===== config.mk =====
export PLATFORM = sky130hd
export DESIGN_NAME = cmos_rtc_port_pair_top
export DESIGN_NICKNAME = d
export VERILOG_FILES = /design/src/rtl/crp_pkg.sv /design/src/rtl/cmos_rtc_port_pair_top.sv
export SDC_FILE = /design/constraint.sdc
export NUM_CORES = 2
export LEC_CHECK = 0
export BUFFER_PORTS_ARGS = -buffer_cell sky130_fd_sc_hd__buf_4
export CAP_MARGIN = 10
export CELL_PAD_IN_SITES_DETAIL_PLACEMENT = 0
export CELL_PAD_IN_SITES_GLOBAL_PLACEMENT = 1
export CORE_MARGIN = 2
export CORE_UTILIZATION = 35
export CTS_BUF_LIST = sky130_fd_sc_hd__clkbuf_8 sky130_fd_sc_hd__clkbuf_16
export DETAILED_ROUTE_END_ITERATION = 10
export PLACE_DENSITY_LB_ADDON = 0.1
export SYNTH_ARGS = -nofsm -noshare
export SYNTH_HDL_FRONTEND = slang
export SYNTH_SLANG_ARGS = --single-unit

===== constraint.sdc =====
create_clock -name clk -period 6.5 [get_ports clk]
set_clock_uncertainty 0.05 [all_clocks]
set_input_delay 0.975 -clock clk [delete_from_list [all_inputs] [get_ports clk]]
set_output_delay 0.975 -clock clk [all_outputs]
set_load 0.02 [all_outputs]

===== src/rtl/crp_pkg.sv =====
// Package for the CMOS clock port pair: register index codes, stream field
// layout, read source codes and the small arithmetic helpers.
// Depends on nothing; imported by cmos_rtc_port_pair_top.
package crp_pkg;

	localparam int CRP_STORE_DEPTH = 128;
	localparam int IDX_W           = 7;
	localparam int TDATA_W         = 56;
	localparam int TUSER_W         = 2;

	localparam logic [IDX_W-1:0] IDX_SEC     = 7'h00;
	localparam logic [IDX_W-1:0] IDX_MIN     = 7'h02;
	localparam logic [IDX_W-1:0] IDX_HOUR    = 7'h04;
	localparam logic [IDX_W-1:0] IDX_WDAY    = 7'h06;
	localparam logic [IDX_W-1:0] IDX_MDAY    = 7'h07;
	localparam logic [IDX_W-1:0] IDX_MONTH   = 7'h08;
	localparam logic [IDX_W-1:0] IDX_YEAR    = 7'h09;
	localparam logic [IDX_W-1:0] IDX_A       = 7'h0a;
	localparam logic [IDX_W-1:0] IDX_B       = 7'h0b;
	localparam logic [IDX_W-1:0] IDX_C       = 7'h0c;
	localparam logic [IDX_W-1:0] IDX_D       = 7'h0d;
	localparam logic [IDX_W-1:0] IDX_CENTURY = 7'h32;

	localparam logic [7:0] RST_A     = 8'h26;
	localparam logic [7:0] RST_B     = 8'h02;
	localparam logic [7:0] RST_D     = 8'h80;
	localparam logic [7:0] BYTE_ONES = 8'hff;

	localparam logic FUNC_WRITE = 1'b1;
	localparam logic PORT_DATA  = 1'b1;

	// where a read byte comes from
	typedef enum logic [1:0] {
		SRC_TIME  = 2'd0,
		SRC_ZERO  = 2'd1,
		SRC_STORE = 2'd2,
		SRC_ONES  = 2'd3
	} src_t;

	function automatic logic [7:0] store_rst(input logic [IDX_W-1:0] idx);
		logic [7:0] v;
		unique case (idx)
			IDX_A:   v = RST_A;
			IDX_B:   v = RST_B;
			IDX_D:   v = RST_D;
			default: v = 8'h00;
		endcase
		return v;
	endfunction

	// value below 100 to packed BCD; tens by reciprocal 205/2048
	function automatic logic [7:0] to_bcd(input logic [6:0] v);
		logic [14:0] p;
		logic [3:0]  tens;
		logic [6:0]  ones;
		p    = 15'(v) * 15'd205;
		tens = p[14:11];
		ones = v - 7'(tens) * 7'd10;
		return {tens, ones[3:0]};
	endfunction

	// value below 200 reduced mod 100
	function automatic logic [6:0] mod100_small(input logic [7:0] v);
		logic [7:0] r;
		r = (v >= 8'd100) ? v - 8'd100 : v;
		return r[6:0];
	endfunction

endpackage


===== src/rtl/cmos_rtc_port_pair_top.sv =====
// CMOS clock port pair: index port, data port, 128-byte CMOS store in a
// synchronous RAM with per-entry valid bits, BCD time readout.
// Depends on crp_pkg.
//
//  channel | dir | tdata                                   | tuser
//  s_*     | in  | write_data, now_second..now_year         | func, port
//  m_*     | out | read_data                               | -
//
// A write transfer returns nothing. A read transfer registers the RAM read
// and time-field reduction into stage 1 when it is accepted; the BCD byte
// is loaded into the output register when stage 1 moves on, which can wait
// behind a stalled output.
// Transfers are accepted every cycle unless a read waits in stage 1 behind
// a stalled output. Reset restores the store through valid bits at once.
module cmos_rtc_port_pair_top #(
	parameter int STORE_DEPTH = crp_pkg::CRP_STORE_DEPTH
) (
	input  logic                       clk,
	input  logic                       arst_n,
	input  logic                       s_tvalid,
	output logic                       s_tready,
	// [7:0] write_data, [13:8] now_second, [19:14] now_minute, [24:20] now_hour,
	// [27:25] now_weekday, [32:28] now_day, [36:33] now_month, [50:37] now_year
	input  logic [crp_pkg::TDATA_W-1:0] s_tdata,
	// [0] func, [1] port
	input  logic [crp_pkg::TUSER_W-1:0] s_tuser,
	output logic                       m_tvalid,
	input  logic                       m_tready,
	// [7:0] read_data
	output logic [7:0]                 m_tdata
);
	import crp_pkg::*;

	localparam int AW = (STORE_DEPTH > 1) ? $clog2(STORE_DEPTH) : 1;

	logic [7:0]  write_data;
	logic [5:0]  now_second, now_minute;
	logic [4:0]  now_hour, now_day;
	logic [2:0]  now_weekday;
	logic [3:0]  now_month;
	logic [13:0] now_year;
	logic        func, port;

	assign write_data  = s_tdata[7:0];
	assign now_second  = s_tdata[13:8];
	assign now_minute  = s_tdata[19:14];
	assign now_hour    = s_tdata[24:20];
	assign now_weekday = s_tdata[27:25];
	assign now_day     = s_tdata[32:28];
	assign now_month   = s_tdata[36:33];
	assign now_year    = s_tdata[50:37];
	assign func        = s_tuser[0];
	assign port        = s_tuser[1];

	logic [IDX_W-1:0]       sel_q;
	logic [STORE_DEPTH-1:0] vld_q;
	logic [7:0]             mem [STORE_DEPTH];

	logic       pend_s1;
	src_t       src_s1;
	logic [7:0] rd_s1;
	logic       vld_s1;
	logic [7:0] rst_s1;
	logic [6:0] tval_s1;

	logic       m_tvalid_q;
	logic [7:0] m_tdata_q;

	logic            acc, acc_rd, acc_wr_data, move_s1, in_range, wr_ok;
	logic [AW-1:0]   addr;
	src_t            src_d;
	logic [6:0]      tval_d;
	logic [26:0]     yr_p;
	logic [7:0]      yr_q100;
	logic [13:0]     yr_rem;
	logic [7:0]      rd_byte;

	assign move_s1  = pend_s1 && (!m_tvalid_q || m_tready);
	assign s_tready = !pend_s1 || move_s1;
	assign acc      = s_tvalid && s_tready;
	assign acc_rd   = acc && (func != FUNC_WRITE);
	assign acc_wr_data = acc && (func == FUNC_WRITE) && (port == PORT_DATA);

	assign in_range = {1'b0, sel_q} < (IDX_W+1)'(STORE_DEPTH);
	assign addr     = AW'(sel_q);
	assign wr_ok    = acc_wr_data && in_range && (sel_q != IDX_C) && (sel_q != IDX_D);

	// year / 100 by reciprocal 5243/2^19, exact below 43690
	always_comb begin
		yr_p    = 27'(now_year) * 27'd5243;
		yr_q100 = yr_p[26:19];
		yr_rem  = now_year - ({6'd0, yr_q100} << 6) - ({6'd0, yr_q100} << 5)
			- ({6'd0, yr_q100} << 2);
	end

	always_comb begin
		tval_d = 7'd0;
		case (sel_q)
			IDX_SEC:     tval_d = 7'(now_second);
			IDX_MIN:     tval_d = 7'(now_minute);
			IDX_HOUR:    tval_d = 7'(now_hour);
			IDX_WDAY:    tval_d = 7'(now_weekday) + 7'd1;
			IDX_MDAY:    tval_d = 7'(now_day);
			IDX_MONTH:   tval_d = 7'(now_month) + 7'd1;
			IDX_YEAR:    tval_d = yr_rem[6:0];
			IDX_CENTURY: tval_d = mod100_small(yr_q100);
			default:     tval_d = 7'd0;
		endcase
	end

	always_comb begin
		if (port != PORT_DATA) begin
			src_d = SRC_ONES;
		end else begin
			case (sel_q) inside
				IDX_SEC, IDX_MIN, IDX_HOUR, IDX_WDAY, IDX_MDAY, IDX_MONTH, IDX_YEAR,
				IDX_CENTURY: src_d = SRC_TIME;
				IDX_C:       src_d = SRC_ZERO;
				default:     src_d = in_range ? SRC_STORE : SRC_ONES;
			endcase
		end
	end

	// CMOS store RAM: one write port, one registered read port
	always_ff @(posedge clk) begin
		if (wr_ok) begin
			mem[addr] <= write_data;
		end
		if (acc_rd && in_range) begin
			rd_s1 <= mem[addr];
		end
	end

	always_ff @(posedge clk or negedge arst_n) begin
		if (!arst_n) begin
			sel_q   <= '0;
			vld_q   <= '0;
			pend_s1 <= 1'b0;
		end else begin
			if (acc && (func == FUNC_WRITE) && (port != PORT_DATA)) begin
				sel_q <= write_data[6:0];
			end
			if (wr_ok) begin
				vld_q[addr] <= 1'b1;
			end
			if (acc_rd) begin
				pend_s1 <= 1'b1;
			end else if (move_s1) begin
				pend_s1 <= 1'b0;
			end
		end
	end

	always_ff @(posedge clk) begin
		if (acc_rd) begin
			src_s1  <= src_d;
			tval_s1 <= tval_d;
			rst_s1  <= store_rst(sel_q);
			vld_s1  <= in_range ? vld_q[addr] : 1'b0;
		end
	end

	always_comb begin
		unique case (src_s1)
			SRC_TIME:  rd_byte = to_bcd(tval_s1);
			SRC_ZERO:  rd_byte = 8'h00;
			SRC_STORE: rd_byte = vld_s1 ? rd_s1 : rst_s1;
			SRC_ONES:  rd_byte = BYTE_ONES;
			default:   rd_byte = BYTE_ONES;
		endcase
	end

	always_ff @(posedge clk or negedge arst_n) begin
		if (!arst_n) begin
			m_tvalid_q <= 1'b0;
		end else if (move_s1) begin
			m_tvalid_q <= 1'b1;
		end else if (m_tready) begin
			m_tvalid_q <= 1'b0;
		end
	end

	always_ff @(posedge clk) begin
		if (move_s1) begin
			m_tdata_q <= rd_byte;
		end
	end

	assign m_tvalid = m_tvalid_q;
	assign m_tdata  = m_tdata_q;

	a_rd_pends: assert property (@(posedge clk) disable iff (!arst_n)
		acc_rd |=> pend_s1)
		else $error("read transfer did not enter stage 1");

	a_wr_no_result: assert property (@(posedge clk) disable iff (!arst_n)
		(acc && func == FUNC_WRITE) |=> !pend_s1)
		else $error("write transfer left a pending result");

	a_cd_protected: assert property (@(posedge clk) disable iff (!arst_n)
		(acc_wr_data && (sel_q == IDX_C || sel_q == IDX_D)) |=> $stable(vld_q))
		else $error("write to status C or D reached the store");

	a_s1_holds: assert property (@(posedge clk) disable iff (!arst_n)
		(pend_s1 && !move_s1) |=> pend_s1 && $stable(src_s1) && $stable(tval_s1))
		else $error("stalled read in stage 1 changed");

endmodule

Word level (Yosys, flattened, before mapping)
Memories as Yosys holds them, arrays and structs flattened. A register that Yosys moved wholly into a read port is not among the register bits.
Index checks and enable logic that the tools add are counted.
Widths: inputs -> output; s select.

storage, ports and cells
  register bits after elaboration = 163
  bits in writable memories = 1024
  output and inout port bits = 10
  memories kept = 1

operators by class
  add/sub/neg operators = 7
  $mul = 3
  magnitude comparators = 3
  eq/ne operators = 16
  mux-type cells = 17
  bitwise gates (word level) = 3
  reduce and logical (&&, ||, !) cells = 18

memory list
  memory  depth  bits a word  read ports  clocked after memory_dff  wr ports  RTL line                      text
  mem     128    8            1           1                         1         cmos_rtc_port_pair_top.sv:57  logic [7:0] mem [STORE_DEPTH];

operator list
  operator                count
  $or 128x128->128        1
  $pmux 7 s8              1
  $eq 7x4->1 const B      6
  $pmux 8 s4              1
  $mul 14x13->27 const B  1
  $pmux 8 s3              1
  $eq 7x3->1 const B      3
  $sub 7x7->7             3
  $mul 7x8->15 const B    1
  $ne 7x4->1 const B      2
  $logic_and 1x1->1       9
  $ge 8x7->1 const B      1
  $lt 7x8->1 const B      1
  $mux 1                  8
  $mux 8                  1
  $reduce_or 8->1         1
  $bmux 1 s7              1
  $demux 1 s7             1
  $eq 7x2->1 const B      1
  $eq 7x6->1 const B      1
  $ge 7x1->1 const B      1
  $logic_not 7->1         1
  $mux 7                  1
  $sub 7x7->7 const B     1
  other kinds (12)        18

Depth between registers and ports, before layout
  word-level depth = 11
  mapped depth = 26
  mapped depth without buffers = 26

Worst setup path after synthesis
OpenSTA, ideal clock, no wires.

  kind = input -> register
  from = in s_tdata[46] (netlist bit)
  to = reg tval_s1[6] (data pin)
  arrival = 6.094 ns
  data required time = 6.179 ns
  path slack = 0.085 ns
  stages = 26
  cells stage by stage = fa_1 ha_1 inv_1 fa_1 inv_1 fa_1 inv_1 fa_1 inv_1 ha_1 clkbuf_1 nand4_1 nor4_1 a221oi_1 and4bb_1 xnor2_1 ha_1 inv_1 ha_1 o21ai_0 nand2b_1 a21oi_1 xnor2_1 xnor2_1 nand2_1 o311ai_1

between the ends
  word-level cells in the longest chain between the ends = 5
  elaborated cells between the ends (all ways) = 8
  classes of those cells = 4 x add/sub; 1 x mul; 1 x order compare; 2 x mux

RTL lines
  what                       RTL line                       text
  start, declared            cmos_rtc_port_pair_top.sv:24   input logic [crp_pkg::TDATA_W-1:0] s_tdata,
  $mul 14x13->27 *           cmos_rtc_port_pair_top.sv:90   yr_p = 27'(now_year) * 27'd5243;
  $sub 7x7->7 (2 in series)  cmos_rtc_port_pair_top.sv:92   yr_rem = now_year - ({6'd0, yr_q100} << 6) - ({6'd0, yr_q100} << 5)
  $sub 7x7->7                cmos_rtc_port_pair_top.sv:93   - ({6'd0, yr_q100} << 2);
  $pmux 7 s8 *               cmos_rtc_port_pair_top.sv:98   case (sel_q)
  net tval_d[6]              cmos_rtc_port_pair_top.sv:72   logic [6:0] tval_d;
  end signal, assigned       cmos_rtc_port_pair_top.sv:157  tval_s1 <= tval_d;
  end, declared              cmos_rtc_port_pair_top.sv:64   logic [6:0] tval_s1;

The timed path passes the listed nets; every way through them passes the cells marked *.
A chain may end at the register's enable or synchronous reset.

Worst setup path in the final report
  from = in s_tdata[47] (netlist bit)
  to = reg tval_s1[4] (data pin)

between the ends
  word-level cells in the longest chain between the ends = 4
  elaborated cells between the ends (all ways) = 6
  classes of those cells = 2 x add/sub; 1 x mul; 1 x order compare; 2 x mux

RTL lines
  what                                              RTL line                      text
  $mul 14x13->27 *                                  cmos_rtc_port_pair_top.sv:90
  $sub 7x7->7 / $ge 8x7->1 (equally long branches)  crp_pkg.sv:65                 r = (v >= 8'd100) ? v - 8'd100 : v;
  $mux 7                                            crp_pkg.sv:65
  $pmux 7 s8 *                                      cmos_rtc_port_pair_top.sv:98
  net tval_d[4]                                     cmos_rtc_port_pair_top.sv:72

Marked as above.

==> results.md <==
* Status: finished clean
* DRC violations left at 0
* Largest area contributor in the synthesized netlist: edfxtp_1
* Synth unique cells at between 70 and 80
* Finished Cell Area at 59200 sq um
* Detail Route Antenna Nets at 0
* Vias at ~25k
* Final Wtd Congestion at 0.791
* Core area at 146000 sq um
* ANT cells at 0
* Syn Inst Count at 2621
* Top FF cell, synth: edfxtp_1
* Sw Ratio at 0.289
* H-tree depth at 4
* First-pass GRT wire length at 195000 um
* CP startpoint kind: primary input
* Num CTS Buffers at 132
* Placed Area at 54900 sq um
* Buffers on Ports at 66
* Crit path max fanout at 6
* Async SR Flop Fraction at 0.115
* Final setup vio count at 0
* Gate power share at 0.279
* Cell Area, Synth at 51200 sq um
* Yosys warnings at 0
* Initial antenna violation count at 6
* Synth area leaders: edfxtp_1, mux4_2, dfrtp_1
* Die X-Extent at 387 um
* # rows at 140
* DIE AREA at 149000 sq um
* Share of post-route cells with drive strength above 1 at 0.277
* CTS sink cnt at 1190
* GR Overflow Total at 0
* TritonRoute pass-1 iters at 5
* Clock root cell: clkbuf_16
* CP Data Arrival Time at 6610 ps
* Clk_lat worst skew at 760 ps
* Number of max-cap violations at 0
* Slew at the pin closest to its max-slew limit at 1140 ps
* Detailed Place HPWL at 84900 um
* Flop pwr share at 0.392
* Vias in the first global route at 27.3k
* Final Slew Violations at 0
* Final hold violation count at 0
* Clock share of power at 0.329
* Worst EP required at ~7000 ps
* Drt via density at ~5.2
* Clock buffer depth at 3
* Area Growth Syn to Fin at 15.5%
* Synth top area share at 0.617
* Top-count cell post-synth: edfxtp_1
* Hold bufs inserted after CTS at 0
* Setup Crit Path Kind: primary input to flip-flop
* Clk pin slew, worst setup/hold paths at 50 ps
* Flops & latches, synth at 1190
* Resize count post-CTS at 0
* Final Cycle Share at 0.950
* Top cells by count, synth: edfxtp_1, mux4_2, nor2_1, ha_1, dfrtp_1
* CTS tree: done
* Worst Setup End Kind: flip-flop
* Max Freq at 162 MHz
* Nets@finish at 3143
* Drt wl/cell at ~27 um
* Die Height at 387 um
* Sw Pwr at 6.38 mW
* Hold WC Path Type: primary input to async pin
* I/O pin count at between 70 and 80
* Slew headroom at 0.240
* Drt total wl at 133000 um
* Final setup TNS at 0 ps
* Initial core utilization at 0.352
* Avg Inst Size Synth at 19.5 sq um
* Post-synth EDFFs at 1053
* GRT Total Usage at 0.180
* VDD IR max at 0.268 mV
* Tmin final at 6170 ps
* P per Cell Area at 373 nW/um^2
* Int Pwr at 15.7 mW
* Setup bufs post-CTS at 0
* Static Leakage at 20.8 nW
* DRT iter0 DRCs at 1648
* Largest net degree at the start of global routing at 126
* Sequential share of the synthesized area at 0.684
[final cells by class]
| type | count | area, sq um |
|---|---|---|
| flip-flops and latches | 1190 | 35100 |
| clock buffers | 152 | 3610 |
| clock inverters | 89 | 633 |
| inverters | 138 | 518 |
| fillers | 12900 | 86400 |
| well taps | 1917 | 2400 |
| repair buffers | 221 | 1750 |
| multi-input cells | 1181 | 15200 |
[metrics by stage]
step                hold WS [ps]  setup WS (ps)  instances  utilization  power, mW
global route                 187          -21.0       4888        0.407       23.2
finish                       157            327       4888        0.407       22.1
global placement             313           -574       4645        0.377       15.1
floorplan                    374           85.3       2636            -       12.5
detailed placement           326           -509       4645        0.377       15.1
CTS                          150            301       4886        0.406       22.4
[cells in the final DEF (no fill, tap or decap), drive strengths merged, types with 6 or more instances in the layout]
cell / synthesis / routed
nor2b: 6 / 6
o22ai: 10 / 10
clkinv: 1 / 36
o21ai: 21 / 21
bufinv: 0 / 7
buf: 47 / 221
xnor2: 18 / 18
ha: 145 / 145
or2: 99 / 99
a21oi: 33 / 33
mux2: 17 / 17
a211oi: 6 / 6
o211ai: 6 / 6
xor2: 6 / 6
edfxtp: 1053 / 1053
conb: 1 / 16
o21bai: 33 / 33
dfrtp: 137 / 137
nor2: 151 / 151
nand4: 10 / 10
nor3: 12 / 12
mux4: 378 / 378
fa: 72 / 72
nand2b: 8 / 8
nand2: 39 / 39
inv: 137 / 184
clkbuf: 80 / 152
nand3: 16 / 16
[registers in the layout, summed over array words and instances, names as in the netlist]
signal	cells
m_tdata	8
pend_s1	1
mem	1024
vld_q	128
src_s1	2
tval_s1	7
rst_s1	3
m_tvalid	1
addr	7
rd_s1	8
vld_s1	1
[metal layers]
metal | share of wire | track usage
met1 | 0.44 | 0.249
met2 | 0.49 | 0.298
met3 | 0.044 | 0.0309
met4 | 0.019 | 0.0435
met5 | 0 | 0
[cell families after synthesis]
family	count (synthesis)	synth area share
buf+inv	265	0.0208
simple gates	369	0.0359
xor+xnor	24	0.00410
mux	399	0.171
other cells	1	0.0000732
fa+ha+maj	217	0.0635
flops	1190	0.684
compound gates	156	0.0208
[power by group through the flow]
stage / clock (mW) / sequential, mW / combinational [mW]
after floorplan: 0 / 8.70 / 3.83
after global placement: 0 / 8.81 / 6.27
after detailed placement: 0 / 8.82 / 6.23
after CTS: 7.47 / 8.66 / 6.27
after global routing: 7.75 / 8.68 / 6.78
final: 7.27 / 8.66 / 6.16
[critical path, cell delays in order]
cell and delay (ps):
buf_4 140, buf_4 140, fa_1 480, ha_1 290, inv_1 50, fa_1 540
inv_1 50, fa_1 470, inv_1 50, fa_1 480, inv_1 40, ha_1 280
nand4_1 270, nor4_2 340, a221oi_1 110, and4bb_1 230, xnor2_1 260, ha_1 290
inv_1 60, ha_1 250, xor2_1 140, nor2_1 60, a41oi_1 210, o22ai_1 150
nor2_1 150, o211ai_1 100
[worst paths after layout]
check,startpoint,endpoint,slack (ps),depth (start not counted)
worst min-delay path,arst_n,vld_q[22],160,1
min in group clk,vld_q[13],vld_q[13],340,0
worst max register to register,tval_s1[4],m_tdata[3],930,20
worst max-delay path,s_tdata[47],tval_s1[4],330,26
worst min register to register,vld_q[13],vld_q[13],340,0
max in group asynchronous,arst_n,m_tvalid,4970,2
Power figures use the tool's default switching activity.
